### config.mk
export PLATFORM = sky130hd
export DESIGN_NAME = scancode_to_ascii_key_fifo
export DESIGN_NICKNAME = d
export VERILOG_FILES = /design/src/sv/skf_pkg.sv /design/src/sv/skf_ram.sv /design/src/sv/skf_ctrl.sv /design/src/sv/skf_dp.sv /design/src/sv/scancode_to_ascii_key_fifo.sv
export SDC_FILE = /design/constraint.sdc
export NUM_CORES = 2
export LEC_CHECK = 0
export ABC_AREA = 1
export BUFFER_PORTS_ARGS = -buffer_cell sky130_fd_sc_hd__buf_2
export CAP_MARGIN = 30
export CORE_MARGIN = 2
export CORE_UTILIZATION = 40
export CTS_CLUSTER_SIZE = 24
export DETAILED_ROUTE_END_ITERATION = 16
export SYNTH_ARGS = -nofsm -noshare
export SYNTH_HDL_FRONTEND = slang
export SYNTH_SLANG_ARGS = --single-unit
export TNS_END_PERCENT = 1
### constraint.sdc
create_clock -name clk -period 7.95 [get_ports clk]
set_input_delay 1.59 -clock clk [delete_from_list [all_inputs] [get_ports clk]]
set_output_delay 1.59 -clock clk [all_outputs]
set_load 0.01 [all_outputs]
### src/sv/skf_pkg.sv
`timescale 1ns / 1ps

package skf_pkg;

  localparam int BUFFER_DEPTH = 256;
  localparam int PTR_W        = (BUFFER_DEPTH > 1) ? $clog2(BUFFER_DEPTH) : 1;
  localparam int CHAR_W       = 7;
  localparam int CODE_W       = 8;
  localparam int TABLE_LEN    = 58;

  localparam logic [PTR_W-1:0] PTR_LAST = PTR_W'(BUFFER_DEPTH - 1);

  typedef enum logic [1:0] {
    REQ_SCANCODE = 2'd0,
    REQ_READ     = 2'd1,
    REQ_CLEAR    = 2'd2,
    REQ_NONE     = 2'd3
  } req_type_t;

  typedef enum logic [1:0] {
    ST_IDLE,
    ST_FETCH,
    ST_OUT
  } skf_state_t;

  // controller -> datapath
  typedef struct packed {
    logic push;       // write translated char, bump write pointer
    logic pop;        // read buffer head, bump read pointer
    logic clear;      // both pointers back to zero
    logic ld_status;  // load result flags, zero the char
    logic ld_char;    // load popped char from ram
  } skf_cmd_t;

  // datapath -> controller
  typedef struct packed {
    logic empty;
    logic full;
    logic char_ok;
  } skf_status_t;

  // scancode set 1, us layout; zero marks an unmapped code
  localparam logic [CHAR_W-1:0] KEY_TABLE [TABLE_LEN] = '{
    7'h00, 7'h00, 7'h31, 7'h32, 7'h33, 7'h34, 7'h35, 7'h36, 7'h37, 7'h38,
    7'h39, 7'h30, 7'h2D, 7'h3D, 7'h08, 7'h09, 7'h71, 7'h77, 7'h65, 7'h72,
    7'h74, 7'h79, 7'h75, 7'h69, 7'h6F, 7'h70, 7'h5B, 7'h5D, 7'h0A, 7'h00,
    7'h61, 7'h73, 7'h64, 7'h66, 7'h67, 7'h68, 7'h6A, 7'h6B, 7'h6C, 7'h3B,
    7'h27, 7'h60, 7'h00, 7'h5C, 7'h7A, 7'h78, 7'h63, 7'h76, 7'h62, 7'h6E,
    7'h6D, 7'h2C, 7'h2E, 7'h2F, 7'h00, 7'h2A, 7'h00, 7'h20
  };

  function automatic logic [CHAR_W-1:0] key_lookup(input logic [CODE_W-1:0] code);
    logic [CHAR_W-1:0] ch;
    ch = '0;
    if (code[7:6] == 2'b00 && code[5:0] < 6'(TABLE_LEN)) begin
      ch = KEY_TABLE[code[5:0]];
    end
    return ch;
  endfunction

  function automatic logic [PTR_W-1:0] ptr_advance(input logic [PTR_W-1:0] p);
    return (p == PTR_LAST) ? '0 : p + 1'b1;
  endfunction

endpackage

### src/sv/skf_ram.sv
`timescale 1ns / 1ps

module skf_ram #(
  parameter int WIDTH = 8,
  parameter int DEPTH = 256,
  parameter int ADDR_W = (DEPTH > 1) ? $clog2(DEPTH) : 1
) (
  input  logic              clk,
  input  logic              we,
  input  logic [ADDR_W-1:0] waddr,
  input  logic [WIDTH-1:0]  wdata,
  input  logic              re,
  input  logic [ADDR_W-1:0] raddr,
  output logic [WIDTH-1:0]  rdata
);

  logic [WIDTH-1:0] mem [DEPTH];
  logic [WIDTH-1:0] rdata_r;

  always_ff @(posedge clk) begin
    if (we) begin
      mem[waddr] <= wdata;
    end
    if (re) begin
      rdata_r <= mem[raddr];
    end
  end

  assign rdata = rdata_r;

endmodule

### src/sv/skf_ctrl.sv
`timescale 1ns / 1ps

module skf_ctrl
  import skf_pkg::*;
(
  input  logic        clk,
  input  logic        rst_n,
  input  logic        in_valid,
  output logic        in_ready,
  input  logic [1:0]  req_type,
  output logic        out_valid,
  input  logic        out_ready,
  input  skf_status_t status,
  output skf_cmd_t    cmd
);

  skf_state_t state_r;
  skf_state_t state_nxt;
  logic       accept;
  req_type_t  req;

  assign req    = req_type_t'(req_type);
  assign accept = in_valid && (state_r == ST_IDLE);

  always_ff @(posedge clk) begin
    if (!rst_n) begin
      state_r <= ST_IDLE;
    end else begin
      state_r <= state_nxt;
    end
  end

  always_comb begin
    state_nxt = state_r;
    case (state_r)
      ST_IDLE: begin
        if (in_valid) begin
          if (req == REQ_READ && !status.empty) begin
            state_nxt = ST_FETCH;
          end else begin
            state_nxt = ST_OUT;
          end
        end
      end
      ST_FETCH: state_nxt = ST_OUT;
      ST_OUT: begin
        if (out_ready) begin
          state_nxt = ST_IDLE;
        end
      end
      default: state_nxt = ST_IDLE;
    endcase
  end

  always_comb begin
    cmd       = '0;
    in_ready  = 1'b0;
    out_valid = 1'b0;
    case (state_r)
      ST_IDLE: begin
        in_ready = 1'b1;
        if (accept) begin
          cmd.ld_status = 1'b1;
          case (req)
            REQ_SCANCODE: cmd.push  = status.char_ok && !status.full;
            REQ_READ:     cmd.pop   = !status.empty;
            REQ_CLEAR:    cmd.clear = 1'b1;
            default:      cmd.push  = 1'b0;
          endcase
        end
      end
      ST_FETCH: cmd.ld_char = 1'b1;
      ST_OUT:   out_valid   = 1'b1;
      default:  out_valid   = 1'b0;
    endcase
  end

endmodule

### src/sv/skf_dp.sv
`timescale 1ns / 1ps

module skf_dp
  import skf_pkg::*;
(
  input  logic              clk,
  input  logic              rst_n,
  input  skf_cmd_t          cmd,
  input  logic [CODE_W-1:0] scancode,
  output skf_status_t       status,
  output logic [CHAR_W-1:0] key_char,
  output logic              key_valid,
  output logic              has_key
);

  logic [PTR_W-1:0]  wr_ptr_r, wr_ptr_nxt;
  logic [PTR_W-1:0]  rd_ptr_r, rd_ptr_nxt;
  logic [CHAR_W-1:0] key_char_r, key_char_nxt;
  logic              key_valid_r, key_valid_nxt;
  logic              has_key_r, has_key_nxt;
  logic [CHAR_W-1:0] xlat_char;
  logic [CHAR_W-1:0] ram_rdata;

  assign xlat_char = key_lookup(scancode);

  assign status.empty   = (wr_ptr_r == rd_ptr_r);
  assign status.full    = (ptr_advance(wr_ptr_r) == rd_ptr_r);
  assign status.char_ok = (xlat_char != '0);

  always_comb begin
    wr_ptr_nxt = wr_ptr_r;
    rd_ptr_nxt = rd_ptr_r;
    if (cmd.clear) begin
      wr_ptr_nxt = '0;
      rd_ptr_nxt = '0;
    end else begin
      if (cmd.push) wr_ptr_nxt = ptr_advance(wr_ptr_r);
      if (cmd.pop)  rd_ptr_nxt = ptr_advance(rd_ptr_r);
    end
  end

  always_comb begin
    key_char_nxt  = key_char_r;
    key_valid_nxt = key_valid_r;
    has_key_nxt   = has_key_r;
    if (cmd.ld_status) begin
      key_char_nxt  = '0;
      key_valid_nxt = cmd.pop;
      has_key_nxt   = (wr_ptr_nxt != rd_ptr_nxt);
    end else if (cmd.ld_char) begin
      key_char_nxt  = ram_rdata;
    end
  end

  always_ff @(posedge clk) begin
    if (!rst_n) begin
      wr_ptr_r <= '0;
      rd_ptr_r <= '0;
    end else begin
      wr_ptr_r <= wr_ptr_nxt;
      rd_ptr_r <= rd_ptr_nxt;
    end
  end

  always_ff @(posedge clk) begin
    key_char_r  <= key_char_nxt;
    key_valid_r <= key_valid_nxt;
    has_key_r   <= has_key_nxt;
  end

  skf_ram #(
    .WIDTH (CHAR_W),
    .DEPTH (BUFFER_DEPTH)
  ) u_ram (
    .clk   (clk),
    .we    (cmd.push),
    .waddr (wr_ptr_r),
    .wdata (xlat_char),
    .re    (cmd.pop),
    .raddr (rd_ptr_r),
    .rdata (ram_rdata)
  );

  assign key_char  = key_char_r;
  assign key_valid = key_valid_r;
  assign has_key   = has_key_r;

endmodule

### src/sv/scancode_to_ascii_key_fifo.sv
`timescale 1ns / 1ps

// keyboard key buffer: set 1 scancodes in, ascii characters out
// input channel (in_valid/in_ready): one request per beat, in_req_type
//   selects scancode push, key read or buffer clear; in_scancode is used
//   only for a push; release codes and unmapped codes are dropped
// output channel (out_valid/out_ready): exactly one result beat per request,
//   carrying the popped char (or zero), whether a char was popped and
//   whether the buffer still holds a key
// buffer holds BUFFER_DEPTH - 1 chars; a push into a full buffer is lost
// result valid in the cycle after accept; a read that pops first passes through
//   the fetch state for the registered ram read
// throughput: one request in flight; no new request is taken until the result
//   is taken, so the receiver holding out_ready low holds off the next request
// stall: the result sits in the output registers until taken, in_ready stays
//   low meanwhile
// reset (rst_n low, synchronous): both pointers go to zero, buffer is empty;
//   the character ram is not cleared, only written slots are ever read
module scancode_to_ascii_key_fifo
  import skf_pkg::*;
(
  input  logic              clk,
  input  logic              rst_n,
  input  logic              in_valid,
  output logic              in_ready,
  input  logic [1:0]        in_req_type,
  input  logic [CODE_W-1:0] in_scancode,
  output logic              out_valid,
  input  logic              out_ready,
  output logic [CHAR_W-1:0] out_key_char,
  output logic              out_key_valid,
  output logic              out_has_key
);

  // control and status between sequencer and datapath
  skf_cmd_t    cmd;
  skf_status_t status;

  skf_ctrl u_ctrl (
    .clk       (clk),
    .rst_n     (rst_n),
    .in_valid  (in_valid),
    .in_ready  (in_ready),
    .req_type  (in_req_type),
    .out_valid (out_valid),
    .out_ready (out_ready),
    .status    (status),
    .cmd       (cmd)
  );

  // pointers, translation table, char ram and result registers
  skf_dp u_dp (
    .clk       (clk),
    .rst_n     (rst_n),
    .cmd       (cmd),
    .scancode  (in_scancode),
    .status    (status),
    .key_char  (out_key_char),
    .key_valid (out_key_valid),
    .has_key   (out_has_key)
  );

endmodule
-- Word level (Yosys, flattened, before mapping)
Memory sizes are Yosys's and may differ from the RTL's. A register that Yosys moved wholly into a read port is not among the register bits.
Index checks and enable logic that the tools add are counted.
- add/sub/neg operators: 2
- magnitude comparators: 2
- eq/ne operators: 11
- muxes and demuxes: 23
- bitwise gates (word level): 1
- reductions and logical operators: 11
- operators with widths (operator ; count):
    8-bit 2-to-1 mux ; 6
    7-bit 2-to-1 mux ; 3
    8-bit by 1-bit adder with 8-bit output (second input constant) ; 2
    8-bit == test ; 2
    8-bit == test (second input constant) ; 2
    1-bit 2-to-1 mux ; 8
    4-bit 2-to-1 mux ; 2
    8-bit != test ; 1
    7-bit greater-or-equal comparator (second input constant) ; 1
    6-bit NOT with 7-bit output ; 1
    7-bit nonzero test ; 1
    2-bit zero test ; 3
    6-bit less-than comparator (second input constant) ; 1
    2-bit 2-to-1 mux ; 3
    2-bit case mux with 3 select lines ; 1
    2-bit by 1-bit == test with 1-bit output (second input constant) ; 2
    2-bit == test (second input constant) ; 2
    1-bit logical AND ; 4
    2-bit != test (second input constant) ; 2
    1-bit zero test ; 2
    2-bit AND reduction ; 1
- bits in registers: 27
- RAM bits: 1792
- ROM bits: 448
- input port bits: 14
- word-level logic and storage cells: 58
- memories: 2
- memory list (memory ; depth ; bits a word ; read ports ; clocked after memory_dff ; write ports ; line ; source):
    u_dp.u_ram.mem ; 256 ; 7 ; 1 ; 1 ; 1 ; skf_ram.sv:17 ; logic [WIDTH-1:0] mem [DEPTH];
    (no name shown) ; 64 ; 7 ; 1 ; 0 ; 0 ; skf_pkg.sv:56 ; ch = KEY_TABLE[code[5:0]];

-- Logic depth before layout (Yosys ltp)
- depth after elaboration: 13
- gate-level depth with buffers: 23

-- By module
From an unflattened synthesis, not the netlist that was laid out.
- cells, all modules: 6660
- area, all modules: 76002.9 um^2
- modules (own cells, without submodules) (module ; times used ; cells an instance ; area each (um^2)):
    skf_ram ; 1 ; 6218 ; 73339.1
    skf_dp ; 1 ; 416 ; 2491.1
    skf_ctrl ; 1 ; 26 ; 172.7

-- Worst setup path after synthesis
No wires, ideal clock.
- path type: input to register
- start: input in_scancode[1]
- end: memory u_dp.u_ram.mem[0][2] (netlist bit), data pin
- arrival time: 5.212 ns
- slack: 1.964 ns
- cell stages on the path: 9
- path through: inv_1 > ha_1 > inv_1 > nand2_1 > a21oi_1 > nand2_1 > nand3_1 > nand2_1 > inv_1
- longest elaborated chain between the ends: 5
- ends and longest elaborated chain (what ; line ; source):
    start: declaration ; scancode_to_ascii_key_fifo.sv:27 ; input logic [CODE_W-1:0] in_scancode,
    6-bit NOT with 7-bit output (not written as such) ; skf_pkg.sv:56 ;
    memory read 64 x 7 bit ; -- ;
    7-bit 2-to-1 mux (not written as such) (2 in series) ; skf_pkg.sv:56 ;
    7-bit 2-to-1 mux (*) ; skf_pkg.sv:55 ; if (code[7:6] == 2'b00 && code[5:0] < 6'(TABLE_LEN)) begin
    named net u_dp.u_ram.wdata[2] ; skf_ram.sv:11 ; input logic [WIDTH-1:0] wdata,
    end: declaration ; skf_ram.sv:17 ;
The timed path passes the listed nets; every way through them passes the cells marked *. The select of a mux whose other input is x is not followed.

-- Worst setup path after layout
- start: input in_scancode[1]
- end: memory u_dp.u_ram.mem[153][5] (netlist bit), enable pin
- longest elaborated chain between the ends: 12
- ends and longest elaborated chain (what ; line ; source):
    6-bit NOT with 7-bit output (not written as such) ; skf_pkg.sv:56 ;
    memory read 64 x 7 bit ; -- ;
    7-bit 2-to-1 mux (not written as such) (2 in series) ; skf_pkg.sv:56 ;
    7-bit 2-to-1 mux (*) ; skf_pkg.sv:55 ;
    7-bit nonzero test (*) ; skf_dp.sv:28 ; assign status.char_ok = (xlat_char != '0);
    1-bit logical AND (*) ; skf_ctrl.sv:65 ; REQ_SCANCODE: cmd.push = status.char_ok && !status.full;
    1-bit 2-to-1 mux (*) ; skf_ctrl.sv:64 ; case (req)
    4-bit 2-to-1 mux (*) ; skf_ctrl.sv:62 ; if (accept) begin
    4-bit 2-to-1 mux (*) ; skf_ctrl.sv:59 ; case (state_r)
    1-bit 2-to-1 mux (*) ; skf_ram.sv:21 ; if (we) begin
    1-bit 2-to-1 mux (not written as such) (*) ; skf_ram.sv:22 ; mem[waddr] <= wdata;
Every way passes the cells marked *; elsewhere a longest branch is shown, timed or not. The select of a mux whose other input is x is not followed.

==> impl_metrics.env <==
export IMPL_core_area_mm2=0.1829
export IMPL_final_antenna_net_count=0
export IMPL_portBuffers=24
export IMPL_powerDensity_mw_per_mm2=243.2
export IMPL_final_hold_viol_count=0
export IMPL_synth_ff_type="edfxtp_1"
export IMPL_numCtsBuffers=175
export IMPL_htree_levels=4
export IMPL_routedWlPerCell_um=25.64
export IMPL_place_gp_congestion=0.9377
export IMPL_drt_total_wl_mm=212.6
export IMPL_cp_arrival_ns=5.33
export IMPL_synth_seq_cells=1826
export IMPL_grt_max_degree=225
export IMPL_die_y_um=432.6
export IMPL_drive_gt1_frac=0.06931
export IMPL_period_share=0.6165
export IMPL_slew_headroom=0.2515
export IMPL_grt_overflow=0
export IMPL_status="finished, final reports clean"
export IMPL_path_max_fanout=16
export IMPL_antenna_found_initial=9
export IMPL_fin_crit_ns=4.902
export IMPL_cts_tree="built"
export IMPL_cap_violations=0
export IMPL_grt_total_usage=0.2227
export IMPL_drv_slew=0
export IMPL_startpoint_type="input port"
export IMPL_layout_common_cells="edfxtp_1, nor2_1, o21ai_0"
export IMPL_synth_area_per_cell_um2=12.59
export IMPL_synth_edff_count=1801
export IMPL_power_leakage_uw=0.02540
export IMPL_dieArea_mm2=0.1871
export IMPL_cts_hold_buf=0
export IMPL_required_ns=8.38
export IMPL_synth_area_mm2=0.07348
export IMPL_post_route_util=0.4471
export IMPL_start_util=0.4018
export IMPL_final_nets=5717
export IMPL_io_pins=25
export IMPL_syn_inst=5834
export IMPL_cp_startpoint="in_scancode[1]"
export IMPL_row_count=157
export IMPL_tns_ns=0
export IMPL_regToRegStartpoint="u_dp.rd_ptr_r[0]"
export IMPL_worst_pin_slew_ns=1.111
export IMPL_cts_sinks=1826
export IMPL_fmax_mhz=204.0
export IMPL_hpwlAfterDp_mm=121.9
export IMPL_post_cts_buffers=0
export IMPL_clockBufferDepth=3
export IMPL_yosysWarnings=0
export IMPL_final_common_cell="edfxtp_1"
export IMPL_fillers=16280
export IMPL_cts_resized=0
export IMPL_rsz0062_at_grt="false"
export IMPL_drt_iter0_drc=6853
export IMPL_die_w_um=432.6
export IMPL_async_flop_share=0
export IMPL_vias_per_cell=5.864
export IMPL_syn_to_final_growth_pct=11.28
export IMPL_grt_pass1_wl_mm=310.1
export IMPL_ys_seq_area_frac=0.7428
export IMPL_clockRootBuffer="clkbuf_16"
export IMPL_hold_start="u_dp.key_char[6]"
export IMPL_setup_violations=0
export IMPL_hold_path_class="reg2reg"
export IMPL_drc=0
export IMPL_first_global_vias=46840
export IMPL_firstDrtPassIters=8
export IMPL_peakVddDrop_uv=220.4
export IMPL_via_count=48640
export IMPL_worstSetupEndpointType="flop"
export IMPL_rrSetupSlack_ns=3.28
export IMPL_synth_fp_nets=5865
export IMPL_clkTransAtPathRegs_ns=0.06
export IMPL_synthDistinctLibCells=37
export IMPL_crit_type="in2reg"
export IMPL_skew_ns=0.03507
export IMPL_clkLatencyLatePin_ns=0.81
## metal layers
layer  part of all wire  global-route usage  up-vias
met5            0.00024                   0        -
met4              0.038             0.08672        8
met3              0.095             0.04066      425
met2               0.46              0.3483     2656
met1               0.41              0.3089    24200
li1                   -                   -    21350
## per-stage QoR
stage                     total power (uW)  cells  setup WS, ns  instance area (um^2)  hold slack [ns]
after floorplan                      11310   5834         1.964                 73480           0.4465
after global placement               11650   7964         2.203                 75810           0.4568
after detailed placement             11640   7972         2.281                 75960           0.4595
after CTS                            19960   8292         3.149                 81750           0.4691
after global routing                 20390   8293         2.765                 81770           0.4998
final                                19880   8294         3.048                 81770           0.4651
## cell usage after synthesis, types with 21 or more instances
cell type | count | area [um^2]
nand3_1 | 247 | 1236
dfxtp_1 | 25 | 500.5
a21oi_1 | 59 | 295.3
nand4_1 | 56 | 350.3
nor2_1 | 1219 | 4576
edfxtp_1 | 1801 | 54080
o22ai_1 | 266 | 1664
inv_1 | 60 | 225.2
o221ai_1 | 175 | 1533
clkbuf_1 | 353 | 1325
o211ai_1 | 50 | 375.4
buf_1 | 21 | 78.83
o21ai_0 | 921 | 4609
nand2_1 | 452 | 1697
buf_2 | 44 | 220.2
## final cells by class
cell class / count / area (um^2) / area share
timing repair buffer: 99 / 980.9 / 0.01200
multi-input combinational: 3510 / 16970 / 0.2076
clock inverter: 102 / 1096 / 0.01340
antenna: 1 / 2.502 / 0.00003060
sequential: 1826 / 54590 / 0.6677
inverter: 74 / 351.6 / 0.004300
clock buffer: 218 / 4688 / 0.05733
tap: 2464 / 3083 / 0.03770
## final timing paths
kind | to | cells after the start
setup / recovery | u_dp.u_ram.mem[153][5] | 17
hold / removal | u_dp.key_char[6] | 2
setup reg to reg | u_dp.u_ram.rdata[5] | 11
hold reg to reg | u_dp.key_char[6] | 2
## logic make-up after synthesis
group,Yosys count,synth area share
AND/OR/NAND/NOR,1996,0.1096
buffers and inverters,498,0.02660
XOR/XNOR,10,0.001192
flip-flops,1826,0.7428
AO/OA/AOI/OAI,1487,0.1169
adder cells (fa/ha/maj),17,0.002895
## worst max-delay path, stage by stage
cell     delay [ns]
buf_2          0.23
inv_1          0.22
ha_1           0.35
inv_1          0.04
nand2_1        0.15
nand2_1        0.07
nand2_1        0.06
a21oi_1        0.07
nor2_1         0.08
nand2_1        0.15
nand2_1        0.10
inv_1          0.06
nand2_4        0.16
nand3_4        0.23
nor2_2         0.31
nand2_2        0.62
nor2_1         0.80
## power breakdown
group,internal (uW),switching [uW]
combinational,168,678
sequential,10600,16.2
clock,4870,3560
total,15600,4260
## flip-flops by register name, summed over array words and instances (netlist names)
signal,cells
u_dp.u_ram.mem,1792
u_dp.rd_ptr_r,8
u_dp.wr_ptr_r,8
u_dp.key_char,7
u_dp.u_ram.rdata,7
u_ctrl.state_r,2
u_dp.has_key,1
u_dp.key_valid,1
Note: power is estimated with default switching activity, not from simulation.
